File: config.mk
export PLATFORM = sky130hd
export DESIGN_NAME = paste_sanitize_bracket_core
export DESIGN_NICKNAME = d
export VERILOG_FILES = /design/src/hw/rtl/psb_pkg.sv /design/src/hw/rtl/paste_sanitize_bracket_core.sv
export SDC_FILE = /design/constraint.sdc
export NUM_CORES = 1
export LEC_CHECK = 0
export BUFFER_PORTS_ARGS = -buffer_cell sky130_fd_sc_hd__buf_2
export CAP_MARGIN = 20
export CORE_MARGIN = 10
export CORE_UTILIZATION = 44
export DETAILED_ROUTE_END_ITERATION = 10
export GPL_ROUTABILITY_DRIVEN = 0
export HOLD_SLACK_MARGIN = 0.02
export PLACE_DENSITY = 0.66
export SYNTH_ARGS = -nofsm -noshare
export SYNTH_HDL_FRONTEND = slang
export SYNTH_SLANG_ARGS = --single-unit
export TNS_END_PERCENT = 50
File: constraint.sdc
create_clock -name aclk -period 3.35 [get_ports aclk]
set_clock_uncertainty 0.2 [all_clocks]
set_input_delay 0.1675 -clock aclk [delete_from_list [all_inputs] [get_ports aclk]]
set_output_delay 0.1675 -clock aclk [all_outputs]
set_load 0.1 [all_outputs]
File: src/hw/rtl/psb_pkg.sv
package psb_pkg;

    localparam logic [7:0] CHAR_TAB   = 8'h09;
    localparam logic [7:0] CHAR_LF    = 8'h0a;
    localparam logic [7:0] CHAR_CR    = 8'h0d;
    localparam logic [7:0] CHAR_ESC   = 8'h1b;
    localparam logic [7:0] CHAR_SPACE = 8'h20;
    localparam logic [7:0] CHAR_DEL   = 8'h7f;
    localparam logic [7:0] CHAR_LBRK  = 8'h5b;
    localparam logic [7:0] CHAR_TWO   = 8'h32;
    localparam logic [7:0] CHAR_ZERO  = 8'h30;
    localparam logic [7:0] CHAR_ONE   = 8'h31;
    localparam logic [7:0] CHAR_TILDE = 8'h7e;

    localparam int unsigned MARK_LEN = 6;
    localparam int unsigned CNT_W    = $clog2(MARK_LEN);
    localparam logic [CNT_W-1:0] MARK_LAST = CNT_W'(MARK_LEN - 1);

    typedef struct packed {
        logic [7:0] data_byte;
        logic       carries_byte;
        logic       first_of_paste;
        logic       last_of_paste;
    } in_word_t;

    typedef struct packed {
        logic [7:0] out_byte;
        logic       byte_present;
        logic       end_of_output;
    } out_word_t;

    // ESC [ 2 0 0 ~ for the start marker, ESC [ 2 0 1 ~ for the end marker
    function automatic logic [7:0] mark_byte(input logic is_end, input logic [CNT_W-1:0] idx);
        logic [7:0] b;
        case (idx)
            CNT_W'(0): b = CHAR_ESC;
            CNT_W'(1): b = CHAR_LBRK;
            CNT_W'(2): b = CHAR_TWO;
            CNT_W'(3): b = CHAR_ZERO;
            CNT_W'(4): b = is_end ? CHAR_ONE : CHAR_ZERO;
            CNT_W'(5): b = CHAR_TILDE;
            default:   b = CHAR_TILDE;
        endcase
        return b;
    endfunction

endpackage

File: src/hw/rtl/paste_sanitize_bracket_core.sv
// path: an accepted word passes through the work register and then the output register; a
//   result waiting at the output does not block the next input word while the work register is empty
// throughput: one result per cycle while m_ready is high, set by the single result sequencer;
//   a kept byte gives one result, a paste edge in bracketed mode adds a six-byte marker
// reset: synchronous active low aresetn clears the mode, the cr flag and all valid state
module paste_sanitize_bracket_core (
    input  logic                aclk,
    input  logic                aresetn,
    input  logic                s_valid,
    output logic                s_ready,
    input  psb_pkg::in_word_t   s_word,
    output logic                m_valid,
    input  logic                m_ready,
    output psb_pkg::out_word_t  m_word,
    input  logic                cfg_valid,
    output logic                cfg_ready,
    input  logic                cfg_word
);

    logic                       mode_reg, mode_next;
    logic                       prev_cr_reg, prev_cr_next;

    logic                       start_left_reg, start_left_next;
    logic                       byte_left_reg, byte_left_next;
    logic                       end_left_reg, end_left_next;
    logic                       bare_left_reg, bare_left_next;
    logic                       byte_end_reg, byte_end_next;
    logic [7:0]                 byte_val_reg, byte_val_next;
    logic [psb_pkg::CNT_W-1:0]  cnt_reg, cnt_next;

    logic                       m_valid_reg, m_valid_next;
    psb_pkg::out_word_t         m_word_reg, m_word_next;

    logic                       work_valid;
    logic                       out_load;
    logic                       advance;
    logic                       accept;
    logic                       cnt_at_last;
    logic                       adv_start, adv_byte, adv_end, adv_bare;
    logic [psb_pkg::CNT_W-1:0]  adv_cnt;
    logic                       adv_any;

    logic                       prev_eff;
    logic                       emit;
    logic [7:0]                 emit_byte;
    logic [7:0]                 c;
    psb_pkg::out_word_t         cur;

    assign cfg_ready  = 1'b1;
    assign work_valid = start_left_reg | byte_left_reg | end_left_reg | bare_left_reg;
    assign out_load   = !m_valid_reg || m_ready;
    assign advance    = work_valid && out_load;
    assign cnt_at_last = (cnt_reg == psb_pkg::MARK_LAST);

    // remaining results once the current one moves to the output
    always_comb begin
        adv_start = start_left_reg;
        adv_byte  = byte_left_reg;
        adv_end   = end_left_reg;
        adv_bare  = bare_left_reg;
        adv_cnt   = cnt_reg;
        if (start_left_reg) begin
            if (cnt_at_last) begin
                adv_start = 1'b0;
                adv_cnt   = '0;
            end else begin
                adv_cnt = cnt_reg + 1'b1;
            end
        end else if (byte_left_reg) begin
            adv_byte = 1'b0;
        end else if (end_left_reg) begin
            if (cnt_at_last) begin
                adv_end = 1'b0;
                adv_cnt = '0;
            end else begin
                adv_cnt = cnt_reg + 1'b1;
            end
        end else begin
            adv_bare = 1'b0;
        end
        adv_any = adv_start | adv_byte | adv_end | adv_bare;
    end

    assign s_ready = !work_valid || (out_load && !adv_any);
    assign accept  = s_valid && s_ready;

    // byte filter
    always_comb begin
        c         = s_word.data_byte;
        prev_eff  = s_word.first_of_paste ? 1'b0 : prev_cr_reg;
        emit      = 1'b0;
        emit_byte = 8'h00;
        if (s_word.carries_byte) begin
            if (c == psb_pkg::CHAR_LF) begin
                emit      = !prev_eff;
                emit_byte = psb_pkg::CHAR_CR;
            end else if (c == psb_pkg::CHAR_CR) begin
                emit      = 1'b1;
                emit_byte = psb_pkg::CHAR_CR;
            end else if (c == psb_pkg::CHAR_TAB) begin
                emit      = 1'b1;
                emit_byte = psb_pkg::CHAR_TAB;
            end else if (c >= psb_pkg::CHAR_SPACE && c != psb_pkg::CHAR_DEL) begin
                emit      = 1'b1;
                emit_byte = c;
            end
        end
    end

    always_comb begin
        mode_next = cfg_valid ? cfg_word : mode_reg;

        prev_cr_next    = prev_cr_reg;
        start_left_next = start_left_reg;
        byte_left_next  = byte_left_reg;
        end_left_next   = end_left_reg;
        bare_left_next  = bare_left_reg;
        byte_end_next   = byte_end_reg;
        byte_val_next   = byte_val_reg;
        cnt_next        = cnt_reg;

        if (advance) begin
            start_left_next = adv_start;
            byte_left_next  = adv_byte;
            end_left_next   = adv_end;
            bare_left_next  = adv_bare;
            cnt_next        = adv_cnt;
        end

        if (accept) begin
            if (s_word.last_of_paste) begin
                prev_cr_next = 1'b0;
            end else if (s_word.carries_byte) begin
                prev_cr_next = (c == psb_pkg::CHAR_CR);
            end else begin
                prev_cr_next = prev_eff;
            end
            start_left_next = s_word.first_of_paste && mode_reg;
            byte_left_next  = emit;
            end_left_next   = s_word.last_of_paste && mode_reg;
            bare_left_next  = s_word.last_of_paste && !mode_reg && !emit;
            byte_end_next   = s_word.last_of_paste && !mode_reg;
            byte_val_next   = emit_byte;
            cnt_next        = '0;
        end
    end

    // current result of the work register
    always_comb begin
        if (start_left_reg) begin
            cur.out_byte      = psb_pkg::mark_byte(1'b0, cnt_reg);
            cur.byte_present  = 1'b1;
            cur.end_of_output = 1'b0;
        end else if (byte_left_reg) begin
            cur.out_byte      = byte_val_reg;
            cur.byte_present  = 1'b1;
            cur.end_of_output = byte_end_reg;
        end else if (end_left_reg) begin
            cur.out_byte      = psb_pkg::mark_byte(1'b1, cnt_reg);
            cur.byte_present  = 1'b1;
            cur.end_of_output = cnt_at_last;
        end else begin
            cur.out_byte      = 8'h00;
            cur.byte_present  = 1'b0;
            cur.end_of_output = 1'b1;
        end
    end

    always_comb begin
        m_valid_next = m_valid_reg;
        m_word_next  = m_word_reg;
        if (out_load) begin
            m_valid_next = work_valid;
            m_word_next  = cur;
        end
    end

    always_ff @(posedge aclk) begin
        if (!aresetn) begin
            mode_reg       <= 1'b0;
            prev_cr_reg    <= 1'b0;
            start_left_reg <= 1'b0;
            byte_left_reg  <= 1'b0;
            end_left_reg   <= 1'b0;
            bare_left_reg  <= 1'b0;
            cnt_reg        <= '0;
            m_valid_reg    <= 1'b0;
        end else begin
            mode_reg       <= mode_next;
            prev_cr_reg    <= prev_cr_next;
            start_left_reg <= start_left_next;
            byte_left_reg  <= byte_left_next;
            end_left_reg   <= end_left_next;
            bare_left_reg  <= bare_left_next;
            cnt_reg        <= cnt_next;
            m_valid_reg    <= m_valid_next;
        end
    end

    always_ff @(posedge aclk) begin
        byte_end_reg <= byte_end_next;
        byte_val_reg <= byte_val_next;
        m_word_reg   <= m_word_next;
    end

    assign m_valid = m_valid_reg;
    assign m_word  = m_word_reg;

    a_ready_when_empty: assert property (@(posedge aclk) disable iff (!aresetn)
        !work_valid |-> s_ready)
        else $error("input stalled with empty work register");

    a_bare_is_end: assert property (@(posedge aclk) disable iff (!aresetn)
        (m_valid && !m_word.byte_present) |-> m_word.end_of_output)
        else $error("bare result without end flag");

    a_cnt_range: assert property (@(posedge aclk) disable iff (!aresetn)
        cnt_reg <= psb_pkg::MARK_LAST)
        else $error("marker counter out of range");

    a_empty_after_last: assert property (@(posedge aclk) disable iff (!aresetn)
        (advance && !adv_any && !accept) |=> !work_valid)
        else $error("work register not drained after last result");

endmodule

==> results of run 1 <==
## cells in the mapped netlist, types with 2 or more instances
library cell	number
nor2b_1	6
buf_4	2
inv_1	4
and3_1	4
clkbuf_1	3
nand2_1	7
o32ai_1	2
a22o_1	2
a21boi_0	2
or3_1	2
and2_1	3
nor2_1	10
o211a_1	2
edfxtp_1	19
mux2i_1	5
dfxtp_1	10
nand4_1	2
o211ai_1	2
o21ai_0	6
## logic make-up after synthesis
| kind of cell | after synthesis |
|---|---|
| AO/OA/AOI/OAI | 31 |
| XOR/XNOR | 1 |
| adder cells (fa/ha/maj) | 1 |
| buffers and inverters | 12 |
| flip-flops | 29 |
| multiplexers | 5 |
| other | 1 |
| AND/OR/NAND/NOR | 48 |
## how the worst min path moves through the flow
| stage | startpoint | endpoint |
|---|---|---|
| floorplan | s_word[0] | end_left_reg |
| global placement | cfg_word | mode_reg |
| detailed placement | cfg_word | mode_reg |
| CTS | s_word[2] | byte_val_reg[7] |
| global route | s_word[4] | byte_val_reg[1] |
| finish | s_word[4] | byte_val_reg[1] |
## cell type report
class	instances	area, sq um
clock inverter	2	33.8
sequential	29	771
inverter	5	18.8
tap	44	55.1
clock buffer	6	41.3
timing repair buffer	42	280
fill	278	1260
multi-input combinational	87	638
## critical path, cell delays in order (launching register included)
cell           delay [ns]
dfxtp_1              0.31
nor2b_2              0.18
inv_2                0.22
nand2b_4             0.11
o32ai_4              0.60
nand3_1              0.15
a21boi_1             0.16
dlygate4sd3_1        0.55
## power groups by stage
stage                     Clock (mW)  Sequential (mW)  Combinational, mW
after floorplan                    0            0.525             0.0609
after global placement             0            0.427              0.193
after detailed placement           0            0.428              0.193
after CTS                      0.278            0.419              0.206
after global routing           0.295            0.422              0.217
final                          0.270            0.419              0.206
## stage by stage
| stage | utilization [%] | std cells |
|---|---|---|
| global route | 59.2 | 215 |
| global placement | 52.3 | 193 |
| finish | 59.2 | 215 |
| CTS | 59.2 | 215 |
| floorplan | - | 128 |
| detailed placement | 52.3 | 193 |
## metal layers
layer,share of wire [%],wire [microns],global-route usage (%)
met5,0,0,0
met4,1.2,35,3.83
met3,8.2,232,5.88
met2,48,1350,16.0
met1,43,1200,10.8
## what timing repair did
action	CTS	global route
hold buffers	14	0
hold endpoints to repair	15	0
gates resized for setup	0	0
==> flow_summary_export.csv, run 1 <==
group,metric,value,unit
status,outcome,"complete, no violations",
power_and_ir_drop,leakage,0.832,nW
synthesis,ys_warn_count,0,
worst_setup_path,critPathLaunchType,"register",
route,drtIter0Drc,94,
synthesis,synth-main-ff-cell,"edfxtp_1",
synthesis,synth_cell_types,54,
hold_path,min_path_type,"in2reg",
worst_setup_path,reg2regPathDepth,7,
synthesis,ys_seq_elements,29,
placement,dpl.hpwl,2070,microns
floorplan,core,3100,sq um
route,wl,2820,microns
worst_setup_path,crit_path_end,"end_left_reg",
global_route,grt-ovfl-total,0,
synthesis,synthSimpleGateAreaFrac,21.0,%
global_route,grt_util_all_layers,10.0,%
timing,hold_ws,0.0512,ns
route,num_vias,1107,
power_and_ir_drop,power_frac_comb,23.0,%
route,wl_per_cell,13.1,microns
power_and_ir_drop,switchingPower,281,uW
clocking,numCtsBuffers,5,
timing,rsz0062_at_grt,"false",
synthesis,synth_compound_area_share,17.4,%
clocking,cts_setup_buffers,0,
placement,place_ws,1.30,ns
timing,period_share,76.0,%
cells_and_area,n_antenna_cell,0,
clocking,clk_pin_slew,0.09,ns
synthesis,synthCells,128,
placement,port-buffer-count,28,
route,ant_nets,0,
floorplan,start_util,46.9,%
hold_path,hold_depth,2,
cells_and_area,layout_commonest_cell,"buf_2",
clocking,htree_levels,2,
floorplan,io_pins,30,
global_route,grt_max_degree,17,
cells_and_area,area_delta_synth_final,26.2,%
synthesis,synth_async_sr_flop_share,0,%
timing,slew_violations,0,
worst_setup_path,critPathCaptureType,"register",
worst_setup_path,critPathArrivalTime,2.62,ns
global_route,grt_pass1_vias,1127,
timing,tightest_slew,0.644,ns
synthesis,syn_area_per_cell,11.4,sq um
power_and_ir_drop,p_int,614,uW
synthesis,synth-xor-area-share,0.601,%
route,drcViolationCount,0,
timing,worst_slack,0.806,ns
worst_setup_path,crit_type,"reg2reg",
worst_setup_path,r2r_end,"end_left_reg",
synthesis,synth_top_cell_by_area,"edfxtp_1",
power_and_ir_drop,max-vdd-ir-drop,0.000247,V
floorplan,num_rows,20,
worst_setup_path,path_max_fanout,16,
power_and_ir_drop,swShare,31.4,%
floorplan,dieArea,6010,sq um
power_and_ir_drop,total_power,895,uW
worst_setup_path,startpoint,"m_valid",
cells_and_area,nets,187,
timing,max_freq,0.393,GHz
synthesis,synthAdderAreaFrac,0.687,%
cells_and_area,final_cell_mix,"buf_2, edfxtp_1, dlygate4sd3_1",
global_route,antenna_found_initial,0,
worst_setup_path,reg2reg_slack,0.81,ns
route,vias_per_cell,5.15,
clocking,cts_tree,"done",
worst_setup_path,r2r-start,"m_valid",
floorplan,die_w,77.5,microns
clocking,cts_sinks,29,
clocking,clk_latency,0.33,ns
route,first_pass_iters,4,
timing,setup_viol,0,
synthesis,syn_nets,145,
synthesis,synth_area_leaders,"edfxtp_1, dfxtp_1, mux2i_1, nor2_1, nor2b_1",
timing,hold_viol,0,
floorplan,dieHeight,77.5,microns
placement,postPlaceCellArea,1620,sq um
timing,fin_setup_tns,0,ns
synthesis,synthMuxAreaShare,3.44,%
global_route,grt_first_pass_wirelength,4940,microns
power_and_ir_drop,power_density,487,nW/um^2
timing,max_slew_margin,57.1,%
synthesis,seq_area_frac_synth,52.9,%
clocking,ctsLongestPathBuffers,2,
clocking,root_buffer,"clkbuf_4",
cells_and_area,design_area,1840,sq um
synthesis,yosysTopAreaCellShare,39.2,%
cells_and_area,largest_register_ffs,10,
job,cap_violations,0,
cells_and_area,drive_above_1_share,25.7,%
power_and_ir_drop,power_frac_seq,46.9,%
worst_setup_path,cp_data_required_time,3.42,ns
timing,period_needed,2.54,ns
power_and_ir_drop,p_clk_share,30.2,%
synthesis,synth-edff-count,19,
synthesis,synth.cell_area,1460,sq um
synthesis,synth_top_family_by_area,"simple AND/OR/NAND/NOR gates",
(Power assumes the default switching activity.)
==> inputs of run 2 (changes only) <==
==> constraint.sdc (replaced) <==
create_clock -name aclk -period 2.4 [get_ports aclk]
set_clock_uncertainty 0.2 [all_clocks]
set_input_delay 0.12 -clock aclk [delete_from_list [all_inputs] [get_ports aclk]]
set_output_delay 0.12 -clock aclk [all_outputs]
set_load 0.1 [all_outputs]
==> flow_summary_export.csv, run 2 (same netlist as run 1, synthesis figures left out) <==
group,metric,value,unit
status,outcome,"complete, no violations",
worst_setup_path,reg2regPathDepth,7,
placement,port-buffer-count,28,
worst_setup_path,crit_path_max_incr_delay,0.54,ns
power_and_ir_drop,leakage,0.857,nW
job,cap_violations,0,
power_and_ir_drop,p_int,818,uW
floorplan,die_w,77.5,microns
worst_setup_path,crit_buf_inv,3,
cells_and_area,ff_latch_area,774,sq um
timing,slew_violations,0,
worst_setup_path,crit_family,"buffers and inverters",
floorplan,start_util,46.9,%
timing,period_share,94.8,%
clocking,cts_setup_buffers,0,
worst_setup_path,reg2reg_slack,0.16,ns
clocking,ctsLongestPathBuffers,2,
worst_setup_path,critPathLaunchType,"input pin",
route,first_pass_iters,4,
placement,place_inst,194,
global_route,grt-ovfl-total,0,
route,vias_per_cell,5.11,
cells_and_area,drive_above_1_share,29.9,%
floorplan,core,3100,sq um
cells_and_area,fin_cells,218,
cells_and_area,area_delta_synth_final,29.8,%
power_and_ir_drop,switchingPower,390,uW
clocking,htree_levels,2,
global_route,grt_first_pass_wirelength,4950,microns
floorplan,num_rows,20,
floorplan,dieHeight,77.5,microns
worst_setup_path,path_max_fanout,8,
power_and_ir_drop,p_clk_share,26.9,%
clocking,numCtsBuffers,5,
cells_and_area,n_antenna_cell,0,
route,drtIter0Drc,85,
timing,setup_viol,0,
cells_and_area,multi_input_area,656,sq um
clocking,clk_pin_slew,0.09,ns
timing,period_needed,2.27,ns
worst_setup_path,critPathCaptureType,"register",
power_and_ir_drop,power_density,639,nW/um^2
power_and_ir_drop,power_frac_comb,24.6,%
clocking,root_buffer,"clkbuf_4",
route,wl,2860,microns
hold_path,min_path_type,"in2reg",
hold_path,holdPathEnd,"byte_val_reg[2]",
route,ant_nets,0,
worst_setup_path,slowest_stage,"dlygate4sd3_1",
cells_and_area,final_cell_mix,"buf_2, edfxtp_1, dlygate4sd3_1",
power_and_ir_drop,power_frac_seq,48.4,%
global_route,antenna_found_initial,0,
worst_setup_path,cp_data_required_time,2.28,ns
worst_setup_path,r2r-start,"cnt_reg[2]",
floorplan,dieArea,6010,sq um
floorplan,io_pins,30,
power_and_ir_drop,total_power,1.21,mW
hold_path,worstHoldStart,"s_word[5]",
cells_and_area,n_fill_cell,262,
timing,max_freq,0.440,GHz
cells_and_area,largest_register_ffs,10,
timing,fin_setup_tns,0,ns
power_and_ir_drop,max-vdd-ir-drop,0.000332,V
power_and_ir_drop,swShare,32.3,%
worst_setup_path,crit_type,"in2reg",
clocking,cts_tree,"done",
route,drcViolationCount,0,
placement,dpl.hpwl,2120,microns
cells_and_area,nets,190,
global_route,grt_pass1_vias,1133,
worst_setup_path,path_common_cell,"dlygate4sd3_1",
route,wl_per_cell,13.1,microns
worst_setup_path,critPathArrivalTime,2.15,ns
worst_setup_path,path_cells,"dlygate4sd3_1 -> buf_2 -> nand4_1 -> and4bb_1 -> a21oi_2 -> and2_1 -> a22o_1 -> dlygate4sd3_1",
clocking,clk_latency,0.32,ns
hold_path,hold_depth,3,
timing,rsz0062_at_grt,"false",
global_route,grt_util_all_layers,9.84,%
worst_setup_path,r2r_end,"byte_left_reg",
global_route,grt_max_degree,17,
worst_setup_path,cp.depth,8,
route,num_vias,1115,
timing,hold_viol,0,
cells_and_area,layout_commonest_cell,"buf_2",
clocking,cts_sinks,29,
## run 2: cell types whose count changed in the layout (fill, tap and decap cells not counted), sizes merged
| cell | before | now |
|---|---|---|
| dlygate4sd3 | 14 | 16 |
| clkbuf | 6 | 8 |
| bufinv | 1 | 0 |
## run 2: worst max path at each step
stage,startpoint,to
floorplan,m_valid,s_ready
global placement,m_valid,s_ready
detailed placement,m_valid,s_ready
CTS,m_valid,s_ready
global route,cnt_reg[2],byte_left_reg
finish,s_word[4],byte_val_reg[0]
## run 2: repair_timing
item	4_1_cts	5_1_grt
resized for setup	0	7
endpoints found under the setup margin	0	2
hold endpoints to repair	18	0
hold buffers	16	0
## run 2: metrics by stage
stage	worst slack (ns)	area, sq um	hold slack (ns)	utilization [%]
after floorplan	0.0198	1480	0.0831	-
after global placement	0.437	1640	0.179	52.9
after detailed placement	0.367	1640	0.189	52.9
after CTS	0.0140	1870	0.0205	60.4
after global routing	0.0224	1890	0.0302	60.9
final	0.125	1890	0.0331	60.9
## run 2: worst register-to-register path, stage by stage, from the launching register on
cell and delay [ns]:
dfxtp_1 0.50, nand3b_4 0.11, nand2b_4 0.19, o32ai_4 0.26, buf_6 0.20, nand2_1 0.07, o21ai_1 0.11, dlygate4sd3_1 0.56
## run 2: final cells by class
class	count	area share [%]
Timing Repair Buffer	45	16.6
Tap cell	44	2.91
Clock inverter	1	0.265
Inverter	5	1.13
Sequential cell	29	41.0
Clock buffer	7	3.44
Multi-Input combinational cell	87	34.7
## run 2: power groups by stage
stage / Clock [mW] / Combinational, mW / Sequential, mW
3_3_place_gp: 0 / 0.273 / 0.596
3_5_place_dp: 0 / 0.275 / 0.597
2_1_floorplan: 0 / 0.0871 / 0.733
6_report: 0.326 / 0.298 / 0.585
5_1_grt: 0.355 / 0.315 / 0.589
4_1_cts: 0.334 / 0.296 / 0.585
## run 2: layer usage
layer | vias to the layer above | routed length, microns | track usage (%)
met4 | 0 | 12 | 3.47
met2 | 29 | 1380 | 16.8
li1 | 568 | - | -
met5 | - | 0 | 0
met1 | 516 | 1250 | 10.2
met3 | 2 | 213 | 4.95
